===== src/hw/rtl/query_param_extract_decode_assert.svh =====
// ----------------------------------------------------------------------------
// query parameter extract/decode assertion macros
// wraps concurrent assertions so they drop out of synthesis builds
// ----------------------------------------------------------------------------
`ifndef QUERY_PARAM_EXTRACT_DECODE_ASSERT_SVH
`define QUERY_PARAM_EXTRACT_DECODE_ASSERT_SVH
`ifndef SYNTH
// same-cycle implication
`define QPED_ASSERT(label, clk, rstn, ante, cons) \
    label: assert property (@(posedge clk) disable iff (!rstn) (ante) |-> (cons)) \
        else $error("qped assertion failed");
// next-cycle implication
`define QPED_ASSERT_NEXT(label, clk, rstn, ante, cons) \
    label: assert property (@(posedge clk) disable iff (!rstn) (ante) |=> (cons)) \
        else $error("qped assertion failed");
`else
`define QPED_ASSERT(label, clk, rstn, ante, cons)
`define QPED_ASSERT_NEXT(label, clk, rstn, ante, cons)
`endif
`endif


===== src/hw/rtl/qped_pkg.sv =====
// ----------------------------------------------------------------------------
// qped_pkg
// types, character constants and helpers for the query parameter decoder
// ----------------------------------------------------------------------------
package qped_pkg;

    localparam int KEY_BYTES      = 8;
    localparam int KEY_TEXT_BYTES = 8;
    localparam int MAX_BEATS      = 4;
    localparam int BEAT_CNT_W     = $clog2(MAX_BEATS + 1);
    localparam int BEAT_IDX_W     = $clog2(MAX_BEATS);

    localparam logic [7:0] CH_PLUS    = 8'h2B;
    localparam logic [7:0] CH_PCT     = 8'h25;
    localparam logic [7:0] CH_EQ      = 8'h3D;
    localparam logic [7:0] CH_AMP     = 8'h26;
    localparam logic [7:0] CH_SPACE   = 8'h20;
    localparam logic [7:0] CH_NUL     = 8'h00;
    localparam logic [7:0] CH_DIGIT0  = 8'h30;
    localparam logic [7:0] CH_DIGIT9  = 8'h39;
    localparam logic [7:0] CH_LOWER_A = 8'h61;
    localparam logic [7:0] CH_LOWER_F = 8'h66;
    localparam logic [7:0] CH_UPPER_A = 8'h41;
    localparam logic [7:0] CH_UPPER_F = 8'h46;

    typedef enum logic [1:0] {
        CFG_KEY_TEXT    = 2'd0,
        CFG_KEY_LENGTH  = 2'd1,
        CFG_VALUE_LIMIT = 2'd2
    } qped_cfg_idx_t;

    typedef enum logic [1:0] {
        PH_NAME,
        PH_SKIP,
        PH_VALUE,
        PH_DONE
    } qped_phase_t;

    typedef enum logic [1:0] {
        ESC_NONE,
        ESC_PCT,
        ESC_DIGIT
    } qped_esc_t;

    typedef struct packed {
        logic [7:0] query_byte;
        logic       has_byte;
        logic       end_of_query;
    } qped_in_t;

    typedef struct packed {
        logic [7:0] value_byte;
        logic       byte_valid;
        logic       found;
        logic       last;
    } qped_out_t;

    // all results caused by one input item
    typedef struct packed {
        qped_out_t [MAX_BEATS-1:0] beats;
        logic [BEAT_CNT_W-1:0]     count;
    } qped_bundle_t;

    function automatic logic is_hex(input logic [7:0] c);
        return ((c >= CH_DIGIT0) && (c <= CH_DIGIT9)) ||
               ((c >= CH_LOWER_A) && (c <= CH_LOWER_F)) ||
               ((c >= CH_UPPER_A) && (c <= CH_UPPER_F));
    endfunction

    function automatic logic [3:0] hex_val(input logic [7:0] c);
        logic [7:0] v;
        if ((c >= CH_DIGIT0) && (c <= CH_DIGIT9)) begin
            v = c - CH_DIGIT0;
        end else if ((c >= CH_LOWER_A) && (c <= CH_LOWER_F)) begin
            v = c - CH_LOWER_A + 8'd10;
        end else begin
            v = c - CH_UPPER_A + 8'd10;
        end
        return v[3:0];
    endfunction

    function automatic qped_out_t data_beat(input logic [7:0] b);
        qped_out_t r;
        r.value_byte = b;
        r.byte_valid = 1'b1;
        r.found      = 1'b0;
        r.last       = 1'b0;
        return r;
    endfunction

    function automatic qped_out_t end_beat(input logic fnd);
        qped_out_t r;
        r.value_byte = 8'd0;
        r.byte_valid = 1'b0;
        r.found      = fnd;
        r.last       = 1'b1;
        return r;
    endfunction

endpackage


===== src/hw/rtl/qped_front.sv =====
// ----------------------------------------------------------------------------
// qped_front
// accepts query bytes, tracks name/value parsing and builds result bundles
// ----------------------------------------------------------------------------
module qped_front (
    input  logic                  aclk,
    input  logic                  aresetn,
    input  logic                  cfg_valid,
    input  logic [1:0]            cfg_index,
    input  logic [63:0]           cfg_data,
    input  logic                  s_valid,
    output logic                  s_ready,
    input  qped_pkg::qped_in_t    s_data,
    output logic                  push_valid,
    input  logic                  push_ready,
    output qped_pkg::qped_bundle_t push_data
);
    import qped_pkg::*;

    logic [63:0] key_text_reg;
    logic [3:0]  key_length_reg;
    logic [5:0]  value_limit_reg;

    qped_phase_t phase_reg, phase_next;
    logic [3:0]  name_pos_reg, name_pos_next;
    logic        mismatch_reg, mismatch_next;
    logic [5:0]  raw_count_reg, raw_count_next;
    qped_esc_t   esc_reg, esc_next;
    logic [7:0]  held_reg, held_next;
    logic        match_reg, match_next;

    logic accept;

    assign s_ready = push_ready;
    assign accept  = s_valid && push_ready;

    always_ff @(posedge aclk) begin
        if (!aresetn) begin
            key_text_reg    <= 64'd0;
            key_length_reg  <= 4'd0;
            value_limit_reg <= 6'd63;
        end else if (cfg_valid) begin
            case (cfg_index)
                CFG_KEY_TEXT:    key_text_reg    <= cfg_data;
                CFG_KEY_LENGTH:  key_length_reg  <= cfg_data[3:0];
                CFG_VALUE_LIMIT: value_limit_reg <= cfg_data[5:0];
                default: ;
            endcase
        end
    end

    always_ff @(posedge aclk) begin
        if (!aresetn) begin
            phase_reg     <= PH_NAME;
            name_pos_reg  <= 4'd0;
            mismatch_reg  <= 1'b0;
            raw_count_reg <= 6'd0;
            esc_reg       <= ESC_NONE;
            held_reg      <= 8'd0;
            match_reg     <= 1'b0;
        end else begin
            phase_reg     <= phase_next;
            name_pos_reg  <= name_pos_next;
            mismatch_reg  <= mismatch_next;
            raw_count_reg <= raw_count_next;
            esc_reg       <= esc_next;
            held_reg      <= held_next;
            match_reg     <= match_next;
        end
    end

    always_comb begin
        logic [3:0]                klen;
        logic [7:0]                b;
        logic [7:0]                kc;
        logic [7:0]                dec;
        logic                      plain;
        logic [BEAT_CNT_W-1:0]     n;
        qped_out_t [MAX_BEATS-1:0] beats;

        b     = s_data.query_byte;
        klen  = (key_length_reg > 4'(KEY_BYTES)) ? 4'(KEY_BYTES) : key_length_reg;
        kc    = (name_pos_reg >= 4'(KEY_TEXT_BYTES)) ? 8'd0
              : key_text_reg[{name_pos_reg[2:0], 3'b000} +: 8];
        dec   = {hex_val(held_reg), hex_val(b)};
        plain = 1'b0;
        n     = '0;
        beats = '0;

        phase_next     = phase_reg;
        name_pos_next  = name_pos_reg;
        mismatch_next  = mismatch_reg;
        raw_count_next = raw_count_reg;
        esc_next       = esc_reg;
        held_next      = held_reg;
        match_next     = match_reg;

        if (accept && s_data.has_byte) begin
            unique case (phase_reg)
                PH_NAME: begin
                    if (b == CH_AMP) begin
                        name_pos_next = 4'd0;
                        mismatch_next = 1'b0;
                    end else if (b == CH_EQ) begin
                        if (!mismatch_reg && name_pos_reg == klen && !match_reg) begin
                            match_next     = 1'b1;
                            phase_next     = PH_VALUE;
                            raw_count_next = 6'd0;
                            esc_next       = ESC_NONE;
                        end else begin
                            phase_next = PH_SKIP;
                        end
                    end else begin
                        if (name_pos_reg >= klen || kc != b) begin
                            mismatch_next = 1'b1;
                        end
                        if (name_pos_reg != 4'd15) begin
                            name_pos_next = name_pos_reg + 4'd1;
                        end
                    end
                end
                PH_SKIP: begin
                    if (b == CH_AMP) begin
                        phase_next    = PH_NAME;
                        name_pos_next = 4'd0;
                        mismatch_next = 1'b0;
                    end
                end
                PH_VALUE: begin
                    if (b == CH_AMP) begin
                        // pending escape goes out literally
                        if (esc_reg != ESC_NONE) begin
                            beats[n[BEAT_IDX_W-1:0]] = data_beat(CH_PCT);
                            n = n + 1'b1;
                        end
                        if (esc_reg == ESC_DIGIT) begin
                            beats[n[BEAT_IDX_W-1:0]] = data_beat(held_reg);
                            n = n + 1'b1;
                        end
                        esc_next   = ESC_NONE;
                        phase_next = PH_DONE;
                    end else if (raw_count_reg < value_limit_reg) begin
                        raw_count_next = raw_count_reg + 6'd1;
                        unique case (esc_reg)
                            ESC_PCT: begin
                                if (is_hex(b)) begin
                                    held_next = b;
                                    esc_next  = ESC_DIGIT;
                                end else begin
                                    beats[n[BEAT_IDX_W-1:0]] = data_beat(CH_PCT);
                                    n = n + 1'b1;
                                    esc_next = ESC_NONE;
                                    plain    = 1'b1;
                                end
                            end
                            ESC_DIGIT: begin
                                esc_next = ESC_NONE;
                                if (is_hex(b)) begin
                                    if (dec == CH_NUL) begin
                                        phase_next = PH_DONE;
                                    end else begin
                                        beats[n[BEAT_IDX_W-1:0]] = data_beat(dec);
                                        n = n + 1'b1;
                                    end
                                end else begin
                                    beats[n[BEAT_IDX_W-1:0]] = data_beat(CH_PCT);
                                    n = n + 1'b1;
                                    beats[n[BEAT_IDX_W-1:0]] = data_beat(held_reg);
                                    n = n + 1'b1;
                                    plain = 1'b1;
                                end
                            end
                            default: plain = 1'b1;
                        endcase
                        if (plain) begin
                            if (b == CH_PLUS) begin
                                beats[n[BEAT_IDX_W-1:0]] = data_beat(CH_SPACE);
                                n = n + 1'b1;
                            end else if (b == CH_PCT) begin
                                esc_next = ESC_PCT;
                            end else if (b == CH_NUL) begin
                                phase_next = PH_DONE;
                                esc_next   = ESC_NONE;
                            end else begin
                                beats[n[BEAT_IDX_W-1:0]] = data_beat(b);
                                n = n + 1'b1;
                            end
                        end
                    end
                end
                default: ;
            endcase
        end

        if (accept && s_data.end_of_query) begin
            if (phase_next == PH_VALUE) begin
                if (esc_next != ESC_NONE) begin
                    beats[n[BEAT_IDX_W-1:0]] = data_beat(CH_PCT);
                    n = n + 1'b1;
                end
                if (esc_next == ESC_DIGIT) begin
                    beats[n[BEAT_IDX_W-1:0]] = data_beat(held_next);
                    n = n + 1'b1;
                end
            end
            beats[n[BEAT_IDX_W-1:0]] = end_beat(match_next);
            n = n + 1'b1;
            phase_next     = PH_NAME;
            name_pos_next  = 4'd0;
            mismatch_next  = 1'b0;
            raw_count_next = 6'd0;
            esc_next       = ESC_NONE;
            held_next      = 8'd0;
            match_next     = 1'b0;
        end

        push_valid      = accept && (n != '0);
        push_data.beats = beats;
        push_data.count = n;
    end

endmodule


===== src/hw/rtl/qped_queue.sv =====
// ----------------------------------------------------------------------------
// qped_queue
// small bundle queue between the front and back halves
// ----------------------------------------------------------------------------
module qped_queue #(
    parameter int DEPTH = 4
) (
    input  logic                    aclk,
    input  logic                    aresetn,
    input  logic                    push_valid,
    output logic                    push_ready,
    input  qped_pkg::qped_bundle_t  push_data,
    output logic                    head_valid,
    input  logic                    pop,
    output qped_pkg::qped_bundle_t  head_data,
    output logic [$clog2(DEPTH+1)-1:0] level
);
    import qped_pkg::*;

    localparam int PTR_W = $clog2(DEPTH);
    localparam int LVL_W = $clog2(DEPTH + 1);

    qped_bundle_t        mem_reg [DEPTH];
    logic [PTR_W-1:0]    wr_ptr_reg, wr_ptr_next;
    logic [PTR_W-1:0]    rd_ptr_reg, rd_ptr_next;
    logic [LVL_W-1:0]    level_reg, level_next;
    logic                do_push, do_pop;

    assign push_ready = (level_reg != LVL_W'(DEPTH));
    assign head_valid = (level_reg != '0);
    assign head_data  = mem_reg[rd_ptr_reg];
    assign level      = level_reg;
    assign do_push    = push_valid && push_ready;
    assign do_pop     = pop && head_valid;

    always_comb begin
        wr_ptr_next = wr_ptr_reg;
        rd_ptr_next = rd_ptr_reg;
        level_next  = level_reg;
        if (do_push) begin
            wr_ptr_next = (wr_ptr_reg == PTR_W'(DEPTH - 1)) ? '0 : wr_ptr_reg + 1'b1;
        end
        if (do_pop) begin
            rd_ptr_next = (rd_ptr_reg == PTR_W'(DEPTH - 1)) ? '0 : rd_ptr_reg + 1'b1;
        end
        if (do_push && !do_pop) begin
            level_next = level_reg + 1'b1;
        end else if (do_pop && !do_push) begin
            level_next = level_reg - 1'b1;
        end
    end

    always_ff @(posedge aclk) begin
        if (!aresetn) begin
            wr_ptr_reg <= '0;
            rd_ptr_reg <= '0;
            level_reg  <= '0;
        end else begin
            wr_ptr_reg <= wr_ptr_next;
            rd_ptr_reg <= rd_ptr_next;
            level_reg  <= level_next;
        end
    end

    always_ff @(posedge aclk) begin
        if (do_push) begin
            mem_reg[wr_ptr_reg] <= push_data;
        end
    end

endmodule


===== src/hw/rtl/qped_back.sv =====
// ----------------------------------------------------------------------------
// qped_back
// walks each queued bundle and drives one result beat per cycle while the sink is ready
// ----------------------------------------------------------------------------
module qped_back (
    input  logic                   aclk,
    input  logic                   aresetn,
    input  logic                   head_valid,
    input  qped_pkg::qped_bundle_t head_data,
    output logic                   pop,
    output logic                   m_valid,
    input  logic                   m_ready,
    output qped_pkg::qped_out_t    m_data
);
    import qped_pkg::*;

    logic [BEAT_IDX_W-1:0] idx_reg, idx_next;
    logic                  m_valid_reg, m_valid_next;
    qped_out_t             m_data_reg, m_data_next;
    logic                  load;
    logic                  last_beat;

    assign load      = head_valid && (!m_valid_reg || m_ready);
    assign last_beat = (BEAT_CNT_W'(idx_reg) + 1'b1) == head_data.count;
    assign pop       = load && last_beat;
    assign m_valid   = m_valid_reg;
    assign m_data    = m_data_reg;

    always_comb begin
        idx_next     = idx_reg;
        m_valid_next = m_valid_reg;
        m_data_next  = m_data_reg;
        if (load) begin
            m_valid_next = 1'b1;
            m_data_next  = head_data.beats[idx_reg];
            idx_next     = last_beat ? '0 : idx_reg + 1'b1;
        end else if (m_ready) begin
            m_valid_next = 1'b0;
        end
    end

    always_ff @(posedge aclk) begin
        if (!aresetn) begin
            idx_reg     <= '0;
            m_valid_reg <= 1'b0;
        end else begin
            idx_reg     <= idx_next;
            m_valid_reg <= m_valid_next;
        end
    end

    always_ff @(posedge aclk) begin
        m_data_reg <= m_data_next;
    end

endmodule


===== src/hw/rtl/query_param_extract_decode.sv =====
// ----------------------------------------------------------------------------
// query_param_extract_decode
// pulls one named parameter out of a URL query and percent-decodes its value
// ----------------------------------------------------------------------------
// One query byte is accepted per cycle whenever the bundle queue has room;
// the front half classifies it in that cycle and queues the zero to four
// result beats it causes (most bytes make one or none, a closing item up to
// four). The back half sends those beats one per cycle while the sink is
// ready, from an output register; each beat passes through the bundle queue
// and then the output register before the sink sees it. QUEUE_DEPTH bundles
// absorb bursts when the sink stalls. Config writes are always ready and
// are registered before they take effect.
`include "query_param_extract_decode_assert.svh"

module query_param_extract_decode #(
    parameter int QUEUE_DEPTH = 4
) (
    input  logic                aclk,
    input  logic                aresetn,
    input  logic                cfg_valid,
    output logic                cfg_ready,
    input  logic [1:0]          cfg_index,
    input  logic [63:0]         cfg_data,
    input  logic                s_valid,
    output logic                s_ready,
    input  qped_pkg::qped_in_t  s_data,
    output logic                m_valid,
    input  logic                m_ready,
    output qped_pkg::qped_out_t m_data
);
    import qped_pkg::*;

    localparam int LVL_W = $clog2(QUEUE_DEPTH + 1);

    logic         push_valid;
    logic         push_ready;
    qped_bundle_t push_data;
    logic         head_valid;
    qped_bundle_t head_data;
    logic         pop;
    logic [LVL_W-1:0] q_level;

    assign cfg_ready = 1'b1;

    qped_front u_front (
        .aclk       (aclk),
        .aresetn    (aresetn),
        .cfg_valid  (cfg_valid),
        .cfg_index  (cfg_index),
        .cfg_data   (cfg_data),
        .s_valid    (s_valid),
        .s_ready    (s_ready),
        .s_data     (s_data),
        .push_valid (push_valid),
        .push_ready (push_ready),
        .push_data  (push_data)
    );

    qped_queue #(
        .DEPTH (QUEUE_DEPTH)
    ) u_queue (
        .aclk       (aclk),
        .aresetn    (aresetn),
        .push_valid (push_valid),
        .push_ready (push_ready),
        .push_data  (push_data),
        .head_valid (head_valid),
        .pop        (pop),
        .head_data  (head_data),
        .level      (q_level)
    );

    qped_back u_back (
        .aclk       (aclk),
        .aresetn    (aresetn),
        .head_valid (head_valid),
        .head_data  (head_data),
        .pop        (pop),
        .m_valid    (m_valid),
        .m_ready    (m_ready),
        .m_data     (m_data)
    );

    // a bundle never claims more beats than it has slots
    `QPED_ASSERT(a_push_count, aclk, aresetn, push_valid, (push_data.count != '0) && (push_data.count <= BEAT_CNT_W'(MAX_BEATS)))
    // a closing beat must sit in the queue right after its item
    `QPED_ASSERT_NEXT(a_end_queued, aclk, aresetn, s_valid && s_ready && s_data.end_of_query, q_level != '0)
    // the final marker never carries a value byte
    `QPED_ASSERT(a_marker_shape, aclk, aresetn, m_valid && m_data.last, !m_data.byte_valid)

endmodule

===== config.mk =====
export PLATFORM = sky130hd
export DESIGN_NAME = query_param_extract_decode
export DESIGN_NICKNAME = d
export VERILOG_FILES = /design/src/hw/rtl/qped_pkg.sv /design/src/hw/rtl/qped_front.sv /design/src/hw/rtl/qped_queue.sv /design/src/hw/rtl/qped_back.sv /design/src/hw/rtl/query_param_extract_decode.sv
export VERILOG_INCLUDE_DIRS = /design/src /design/src/hw/rtl
export SDC_FILE = /design/constraint.sdc
export NUM_CORES = 1
export LEC_CHECK = 0
export ABC_AREA = 1
export BUFFER_PORTS_ARGS = -buffer_cell sky130_fd_sc_hd__buf_2
export CAP_MARGIN = 20
export CORE_MARGIN = 2
export CORE_UTILIZATION = 30
export CTS_CLUSTER_SIZE = 10
export DETAILED_ROUTE_END_ITERATION = 10
export GPL_TIMING_DRIVEN = 0
export HOLD_SLACK_MARGIN = 0.12
export PLACE_DENSITY = 0.48
export SLEW_MARGIN = 10
export SYNTH_ARGS = -nofsm -noshare
export SYNTH_HDL_FRONTEND = slang
export SYNTH_HIERARCHICAL = 1
export SYNTH_SLANG_ARGS = --single-unit

===== constraint.sdc =====
create_clock -name aclk -period 8.6 [get_ports aclk]
set_input_delay 0 -clock aclk [delete_from_list [all_inputs] [get_ports aclk]]
set_output_delay 0 -clock aclk [all_outputs]
set_load 0.005 [all_outputs]

Yosys cells after proc, flatten, opt, wreduce, memory -nomap -nowiden --
Memories as Yosys holds them, arrays and structs flattened. A register that Yosys moved wholly into a read port is not among the register bits. Index checks and enable logic that the tools add are counted.
Word-level totals: flip-flop bits (word level) 119, memory bits (writable) 188, output and inout bits 14, memories kept 1
Memories:
- u_queue.mem_reg | words 4, width 47, rd ports 1, clocked after Yosys merged registers in 1, write ports 1, RTL line qped_queue.sv:23 | qped_bundle_t mem_reg [DEPTH];
Cells by class: $add $sub $neg 23, $lt $le $gt $ge 25, equality and inequality tests 28, shifts and indexed selects 1, multiplexer cells 156, bitwise gates (word level) 7, reduce and logical (&&, ||, !) cells 51
Operator list (number):
- $mux 44 | 16
- $mux 11 | 21
- $bwmux 44 | 4
- $demux 11 s2 | 5
- $mux 3 | 25
- $shiftx 64x7->8 | 1
- $mux 2 | 31
- $mux 8 | 7
- $and 18x36->36 | 1
- $mux 4 | 9
- $not 36->36 | 1
- $eq 8x6->1 const B | 4
- $mux 6 | 5
- $and 28x28->28 | 1
- $not 28->28 | 1
- $ge 8x7->1 const B | 3
- $le 8x7->1 const B | 3
- $sub 4x1->4 const B | 6
- $bmux 11 s2 | 1
- $logic_and 1x1->1 | 22
- $mux 1 | 22
- $pmux 11 s2 | 1
- $add 3x1->3 const B | 6
- $lt 2x3->1 const B | 6
- other kinds (44) | 89

Longest topological paths before layout --
Gate-level depths: netlist (run 1).
depth in word-level cells 38, gate-level depth with buffers 44, mapped depth without buffers 44

Cells and area by module --
Netlist (run 1), hierarchy kept.
Modules (own cells, without submodules):
- qped_queue | instances 1, cells an instance 525, area an instance 7868.8 um^2, sequential area each 5825.6 um^2
- qped_front | instances 1, cells an instance 1221, area an instance 7646.1 um^2, sequential area each 1961.9 um^2
- qped_back | instances 1, cells an instance 111, area an instance 834.6 um^2, sequential area each 390.4 um^2
- query_param_extract_decode | instances 1, cells an instance 2, area an instance 11.3 um^2, sequential area each 0.0 um^2

Worst setup path after synthesis (run 1) --
Ideal clock, no wire load.
path kind register to register, start register u_front.held_reg[0], end memory u_queue/mem_reg[0][0] in the netlist's numbering (enable), setup time 452 ps, arrival time 6204 ps, required time 8148 ps, setup slack 1944 ps, cell stages (with the launch flop) 34, buffers on the path 0, clock period less this slack 6656 ps, cell sequence dfxtp_1 > inv_1 > ha_1 > o21ai_0 > nand2_1 > nand2_1 > nand2_1 > nand2_1 > nand2_1 > nor2_1 > nand2_1 > nand2_1 > nand2_1 > nand2_1 > ha_1 > nand2_1 > o21ai_1 > o21ai_1 > nand2_1 > ha_1 > nand2_1 > o21a_1 > ha_1 > nand2_1 > nand3_1 > o21ai_2 > ha_1 > nor2_1 > nand3_1 > nand2_1 > nor2_1 > nand3_1 > nand2_1 > nor2_1
On the way: word-level cells in the longest chain between the ends 36
Ends and longest elaborated chain:
- from (decl) | RTL line qped_front.sv:29 | logic [7:0] held_reg, held_next;
- from (signal assigned) | RTL line qped_front.sv:67 | held_reg <= held_next;
- $sub 4x1->4, or another cell as far along | RTL line qped_pkg.sv:75, qped_pkg.sv:77
- $add 4x4->4 / $logic_and 1x1->1 (equally long branches) | RTL line qped_pkg.sv:75, qped_pkg.sv:77, qped_pkg.sv:74
- $mux 4 | RTL line qped_pkg.sv:74 | end else if ((c >= CH_LOWER_A) && (c <= CH_LOWER_F)) begin
- $mux 4 * | RTL line qped_pkg.sv:72 | if ((c >= CH_DIGIT0) && (c <= CH_DIGIT9)) begin
- $logic_not 8->1 * | RTL line qped_front.sv:159 | if (dec == CH_NUL) begin
- $mux 1 | RTL line qped_front.sv:159
- $mux 2 | RTL line qped_front.sv:158 | if (is_hex(b)) begin
- $pmux 3 s2 | RTL line qped_front.sv:144 | unique case (esc_reg)
- [21 not listed]
- $add 3x1->3 | RTL line qped_front.sv:207 | n = n + 1'b1;
- $mux 3 * | RTL line qped_front.sv:195 | if (accept && s_data.end_of_query) begin
- $reduce_bool 3->1 * | RTL line qped_front.sv:217 | push_valid = accept && (n != '0);
- $logic_and 1x1->1 * | RTL line qped_front.sv:217
- via push_valid | RTL line query_param_extract_decode.sv:35 | logic push_valid;
- $logic_and 1x1->1 * | RTL line qped_queue.sv:33 | assign do_push = push_valid && push_ready;
- $mux 1 * | RTL line qped_queue.sv:66 | if (do_push) begin
- $mux 1 (not written as such) * | RTL line qped_queue.sv:67 | mem_reg[wr_ptr_reg] <= push_data;
- to (decl) | RTL line qped_queue.sv:23
The timed path passes the listed nets; every way through them passes the cells marked *. The select of a mux whose other input is x is not followed.

Final worst setup path (run 1) --
start register u_front.held_reg[1], end memory u_queue/mem_reg[1][7] in the netlist's numbering (enable)
The elaborated chain is that of the path after synthesis.

==> summary.md, run 1 <==
| Metric | Value |
|---|---|
| Outcome | completed |
| Worst-path clk slew | 0.06 ns |
| Worst-path maximum fanout | 20 |
| TritonCTS clock tree | built |
| Buffer count from post-CTS setup fixing | 0 |
| Hold Crit Class | primary input to flip-flop |
| Critical Path RT | 8.85 ns |
| Post_cts resized | 0 |
| Max-slew violation count | 0 |
| Hold path endpoint | u_front/key_text_reg[7] |
| Cell mode on critical path | nand2_1 |
| Least-Margin Pin Slew | 0.955 ns |
| RePlAce Congestion | 0.903 |
| Crit path launch type | flip-flop |
| Worst Hold Launch | cfg_index[0] |
| Top-area cell type share of the netlist area | 36.5% |
| First-pass GRT wire length | 82.2 mm |
| DR iter-0 viols | 1036 |
| Post-synthesis sequential area ratio | 50.0% |
| Worst hold slack | 0.142 ns |
| YS warnings | 6 |
| Worst slew margin | 35.7% |
| Routed len/inst | 18.9 µm |
| Hold Buf Count CTS | 89 |
| Die area | 56400 µm² |
| R2r setup slk | 1.93 ns |
| Layout area overhead | 21.6% |
| Row count | 85 |
| Vias in the first global route | 13969 |
| Largest net degree at the start of global routing | 24 |
| Share of layout cells above drive strength 1 | 14.6% |
| # nets final | 2220 |
| Clk buf depth | 3 |
| Core area | 53900 µm² |
| Drt drc | 0 |
| Worst hold stages | 5 |
| Die H | 238 µm |
| Cts bufs inserted | 38 |
| Crit path kind | flip-flop to flip-flop |
| Drt pass-1 iters | 6 |
| Initial antenna violation count | 0 |
| Post-Place Cells | 2654 |
| Port Buf Inserts | 91 |
| Clk sink count | 309 |
| Avg Synthesized Cell Area | 8.80 µm² |
| Synth Cell Area | 16400 µm² |
| Clk root buf | clkbuf_16 |
| HPWL Detailed | 38.6 mm |
| Syn_nets | 1991 |
| Non-filler cells, final | 2805 |
| Critical path endpoint category | flip-flop |
| Gr ovfl total | 0 |
| Fmax | 0.150 GHz |
| Area leader, netlist | edfxtp_1 |
| Setup TNS | 0 ns |
| Final hold violations | 0 |
| Number of synthesized register bits | 309 |
| Minimum clock period | 6.67 ns |
| Maxcap violations | 0 |
| Worst reg2reg path startpoint | u_front/held_reg[1] |
| Die width | 238 µm |
| Drt total wl | 53.1 mm |
| Synth top area cells | edfxtp_1, dfxtp_1, o21ai_0, nor2_1, nand2_1 |
| Worst-skew pair later-pin latency | 0.56 ns |
| Critical Path Max Stage Delay | 0.57 ns |
| Dpl ws | 1.92 ns |
| Pwr Density | 225 nW/µm² |
| Crit path arrival time | 6.92 ns |
| Crit path from | u_front/held_reg[1] |
| Number of flip-flops in the largest register | 188 |
| Routed via count | 14096 |
| ANT nets after route | 0 |
| Syn Inst Count | 1859 |
| Clock Skew | 0.0188 ns |
| RSZ-0062 raised after global routing | false |
| Via-per-instance ratio | 5.03 |
| ANT cells | 0 |
| Initial Util | 30.3% |
| Worst vdd ir | 0.131 mV |
| Crit-path slowest cell | nor2_1 |
| Leakage | 8.03 nW |
| Reg2Reg Depth | 35 |
| Final period utilization | 77.5% |
| H-tree Lvls | 2 |
| Final Power | 4.48 mW |
| Boundary Pins | 95 |
| Post-synth cell types | 59 |
| Final setup viols | 0 |
| Final WS setup | 1.93 ns |
| FF-to-FF End | u_queue/mem_reg[1][7] |
| Gr usage total | 18.9% |
through the flow:
stage / util [%] / cell area (µm²)
finish: 36.9 / 19900
global placement: 32.8 / 17700
detailed placement: 33.2 / 17900
floorplan: - / 16400
global route: 36.9 / 19900
CTS: 36.9 / 19900
synth_stat cells, drive strengths merged:
library cell and instances:
a2111oi 2, a211oi 3, a21boi 5, a21o 1, a21oi 54, a221oi 2, a22oi 1, a31oi 2
a32oi 1, and2 2, and3 3, buf 35, clkbuf 54, clkinv 4, conb 1, dfxtp 110
edfxtp 199, fa 1, ha 50, inv 163, nand2 279, nand3 86, nand3b 1, nand4 17
nor2 355, nor3 22, nor3b 3, nor4 1, o2111ai 1, o211ai 18, o21a 2, o21ai 291
o221ai 11, o22ai 66, o31ai 1, o32ai 3, or2 1, xor2 8
worst max path at each step:
stage / to / slack (ns) / cells past startpoint
6_report: u_queue/mem_reg[1][7] / 1.93 / 35
2_1_floorplan: u_queue/mem_reg[0][0] / 1.94 / 33
3_5_place_dp: u_queue/mem_reg[1][7] / 1.92 / 35
5_1_grt: u_queue/mem_reg[1][7] / 1.35 / 35
3_3_place_gp: u_queue/mem_reg[3][8] / -0.95 / 33
4_1_cts: u_queue/mem_reg[1][7] / 1.88 / 35
power breakdown:
group / internal, mW / leakage, nW / total (mW) / switching (mW)
clock: 0.851 / 0.535 / 1.47 / 0.615
sequential: 1.77 / 2.84 / 1.84 / 0.0617
combinational: 0.406 / 4.66 / 1.17 / 0.769
layout make-up:
| class | count | area, µm² |
|---|---|---|
| well taps | 696 | 871 |
| clock inverters | 5 | 46.3 |
| flip-flops and latches | 309 | 8180 |
| multi-input cells | 1294 | 7080 |
| clock buffers | 56 | 1060 |
| inverters | 167 | 634 |
| repair buffers | 189 | 1530 |
| plain buffers | 89 | 494 |
| fillers | 5420 | 34000 |
metal layers:
| layer | vias to the layer above | share of wire, % | GRT usage [%] |
|---|---|---|---|
| met1 | 6754 | 46 | 25.5 |
| met4 | 0 | 3.0 | 6.52 |
| met5 | - | 0 | 0 |
| met2 | 410 | 46 | 31.2 |
| met3 | 93 | 5.0 | 2.64 |
| li1 | 6839 | - | - |
critical path: cells and delay by family (launching register included):
| kind | cells | cell delay, ns |
|---|---|---|
| compound gates | 5 | 0.60 |
| buf+inv | 3 | 0.63 |
| simple gates | 22 | 3.26 |
| flops | 1 | 0.47 |
| fa+ha+maj | 5 | 1.35 |
cell usage in the layout (no fill, tap or decap), types with 11 or more instances in the layout:
cell             n
nand2_2         12
nor2_1         310
edfxtp_1       199
clkbuf_16       39
nand2_1        257
o22ai_2         27
o211ai_1        18
o21ai_0        244
dfxtp_1        110
ha_1            50
buf_2          106
nor3_1          21
nor2_4          35
dlygate4sd3_1   89
o22ai_1         39
nand3_1         83
clkbuf_1        68
o21ai_1         39
inv_1          145
nand4_1         17
o221ai_1        11
a21oi_1         53
inv_2           15
kinds of logic (layout without fill, tap and decap cells):
logic type      count (synthesis)  after routing  synth area share (%)
fa+ha+maj                      51             51                  3.95
compound gates                464            464                  17.0
other cells                     1              1                0.0229
buf+inv                       256            506                  6.90
flops                         309            309                  50.0
xor+xnor                        8              8                 0.428
simple gates                  770            770                  21.7
Note: power is estimated with default switching activity, not from simulation.
==> run 2, diff against run 1 <==
Clock period 8.6 ns to 6.4 ns, I/O delays scaled along.
==> run 2 against run 1 <==
First-iteration DRC count shrank 1.8%. Clock-buffer cell count is the same. Register-to-register slack lost 1.4 ns. Highest routed layer unchanged. Via count shrank 0.28%. Combinational power grew 35%. Clock power grew 34%. Hold slack lost 0.018 ns. Largest power group unchanged. Die area is the same. Critical path depth grew 7. Critical endpoint is now u_queue/level[2]. Sequential power grew 34%. Cell count is essentially flat.
==> summary.md, run 2 (same netlist as run 1, synthesis figures left out) <==
| Metric | Value |
|---|---|
| Maxcap violations | 0 (unchanged) |
| Worst vdd ir | 0.176 mV (+35%) |
| Switching power share of the total | 32.2% (-0.041 points) |
| Drt drc | 0 (unchanged) |
| Drt total wl | 53.2 mm (+0.14%) |
| Routed via count | 14057 (-0.28%) |
| Layout area overhead | 21.9% |
| Cell mode on critical path | nand2_1 |
| Worst slew margin | 36.2% (+0.51 points) |
| Die width | 238 µm (unchanged) |
| Crit path kind | flip-flop to flip-flop |
| First-pass GRT wire length | 82.3 mm (about the same) |
| Initial Util | 30.3% (unchanged) |
| Pint | 4.07 mW (+34%) |
| Via-per-instance ratio | 5.01 (-0.31%) |
| Clock Skew | 0.0212 ns (+0.00247 ns) |
| Setup TNS | 0 ns (unchanged) |
| Row count | 85 (unchanged) |
| Gr usage total | 18.9% (about the same) |
| Crit path from | u_front/held_reg[0] |
| Worst-skew pair later-pin latency | 0.56 ns (about the same) |
| DR iter-0 viols | 1017 (-1.8%) |
| Vias in the first global route | 13999 (+0.21%) |
| Final hold violations | 0 (unchanged) |
| Critical path endpoint category | flip-flop |
| Least-Margin Pin Slew | 0.947 ns (-0.00750 ns) |
| Hold Crit Class | primary input to flip-flop |
| R2r setup slk | 0.51 ns (-1.43 ns) |
| Share of layout cells above drive strength 1 | 15.1% (+0.51 points) |
| HPWL Detailed | 38.6 mm (unchanged) |
| Met2 routed WL | 24.7 mm (+0.71%) |
| Pwr Density | 302 nW/µm² (+34%) |
| ANT nets after route | 0 (unchanged) |
| Reg2Reg Depth | 42 (+20%) |
| Die H | 238 µm (unchanged) |
| Worst reg2reg path startpoint | u_front/held_reg[0] |
| Dpl ws | -0.278 ns (-2.20 ns) |
| Leakage | 8.05 nW (+0.16%) |
| Non-filler cells, final | 2806 (+0.036%) |
| Crit path launch type | flip-flop |
| Worst-path maximum fanout | 10 (-50%) |
| FF-to-FF End | u_queue/level[2] |
| Top routing layer in use | met4 |
| H-tree Lvls | 2 (unchanged) |
| Drt pass-1 iters | 6 (unchanged) |
| Fmax | 0.170 GHz (+13%) |
| Gr ovfl total | 0 (unchanged) |
| Largest net degree at the start of global routing | 24 (unchanged) |
| Final setup viols | 0 (unchanged) |
| Critical Path RT | 6.84 ns (-2.01 ns) |
| Commonest non-fill, non-tap cell in the layout | nor2_1 |
| Minimum clock period | 5.89 ns (-0.775 ns) |
| Clk pwr share | 32.7% (about the same) |
| Boundary Pins | 95 (unchanged) |
| ANT cells | 0 (unchanged) |
| Switching power | 1.94 mW (+34%) |
| Final period utilization | 92.1% (+15 points) |
| Clk root buf | clkbuf_16 |
| Comb power frac | 26.3% (about the same) |
| Seq pwr share | 41.0% (about the same) |
| Crit path arrival time | 6.34 ns (-0.58 ns) |
| Metal-1 WL | 24.4 mm (+0.60%) |
| Clk buf depth | 3 (unchanged) |
| Cts bufs inserted | 38 (unchanged) |
| Number of flip-flops in the largest register | 188 (unchanged) |
| TritonCTS clock tree | built |
| Metal3 WL | 2.42 mm (-9.7%) |
| Outcome | completed |
| RePlAce Congestion | 0.903 (unchanged) |
| Worst-path clk slew | 0.06 ns (about the same) |
| Routed len/inst | 19.0 µm (+0.11%) |
| Core area | 53900 µm² (unchanged) |
| # nets final | 2221 (+0.045%) |
| Die area | 56400 µm² (unchanged) |
| Most frequent cells in the layout | nor2_1, nand2_1, o21ai_0 |
| Clk sink count | 309 (unchanged) |
| Initial antenna violation count | 0 (unchanged) |
| Critical Path Max Stage Delay | 0.40 ns (-0.17 ns) |
| Post-Place Cells | 2654 (unchanged) |
| Crit-path slowest cell | dfxtp_4 |
| Max-slew violation count | 0 (unchanged) |
| Port Buf Inserts | 91 (unchanged) |
| Critical Path End | u_queue/level[2] |
| Final WS setup | 0.506 ns (-1.43 ns) |
run 2: cell count changes in the layout (fill, tap and decap cells not counted), moves of 2 or more:
cell	before	now
dfxtp_1	110	108
nand2_1	257	255
nor2_1	310	307
nor2_2	5	7
run 2: critical path, delay by kind of cell (launching register included):
family	cells	cell delay, ns
adders and majority gates	7	1.85
AOI/OAI and AO/OA	5	0.61
and+or+nand+nor	25	2.52
buffers and inverters	5	0.39
DFF	1	0.40
run 2: routing by layer:
layer	global-route usage, %	vias up
met5	0	-
met1	25.5	6752
met4	6.59	0
met2	31.2	373
met3	2.65	94
li1	-	6838
run 2: worst min-delay path by stage:
stage / from / endpoint / slack [ns] / cells past startpoint
after global routing: cfg_index[0] / u_front/key_text_reg[8] / 0.20 / 5
after global placement: cfg_data[47] / u_front/key_text_reg[47] / 0.22 / 3
after CTS: s_data[5] / u_front/raw_count_reg[1] / 0.18 / 9
after floorplan: cfg_data[0] / u_front/value_limit_reg[0] / 0.11 / 2
after detailed placement: cfg_data[47] / u_front/key_text_reg[47] / 0.23 / 3
final: cfg_index[0] / u_front/key_text_reg[7] / 0.12 / 5
run 2: power by group through the flow:
stage / registers, mW / logic (mW) / clock network [mW]
floorplan: 2.50 / 0.963 / 0
global route: 2.49 / 1.75 / 2.10
CTS: 2.47 / 1.59 / 2.02
detailed placement: 2.51 / 1.54 / 0
finish: 2.47 / 1.58 / 1.97
global placement: 2.53 / 1.47 / 0
run 2: area by class of cell:
cell class,count,area [µm²]
plain buffers,89,494
clock buffers,56,1060
multi-input cells,1294,7110
fillers,5416,34000
inverters,167,634
well taps,696,871
repair buffers,190,1540
flip-flops and latches,309,8180
clock inverters,5,46.3
run 2: stage by stage:
step | area (µm²) | hold slack (ns) | util, % | power [mW]
after CTS | 19900 | 0.176 | 36.9 | 6.08
after detailed placement | 17900 | 0.231 | 33.2 | 4.05
after global placement | 17700 | 0.222 | 32.8 | 4.00
after global routing | 19900 | 0.197 | 37.0 | 6.33
final | 19900 | 0.123 | 37.0 | 6.01
after floorplan | 16400 | 0.113 | - | 3.46
run 2: what timing repair did:
action                                  4_1_cts  5_1_grt
hold buffers                                 89        0
setup buffers                                 1        0
gates resized for setup                       3       10
pin swaps                                     1        0
hold endpoints to repair                     97        0
endpoints found under the setup margin       98      182
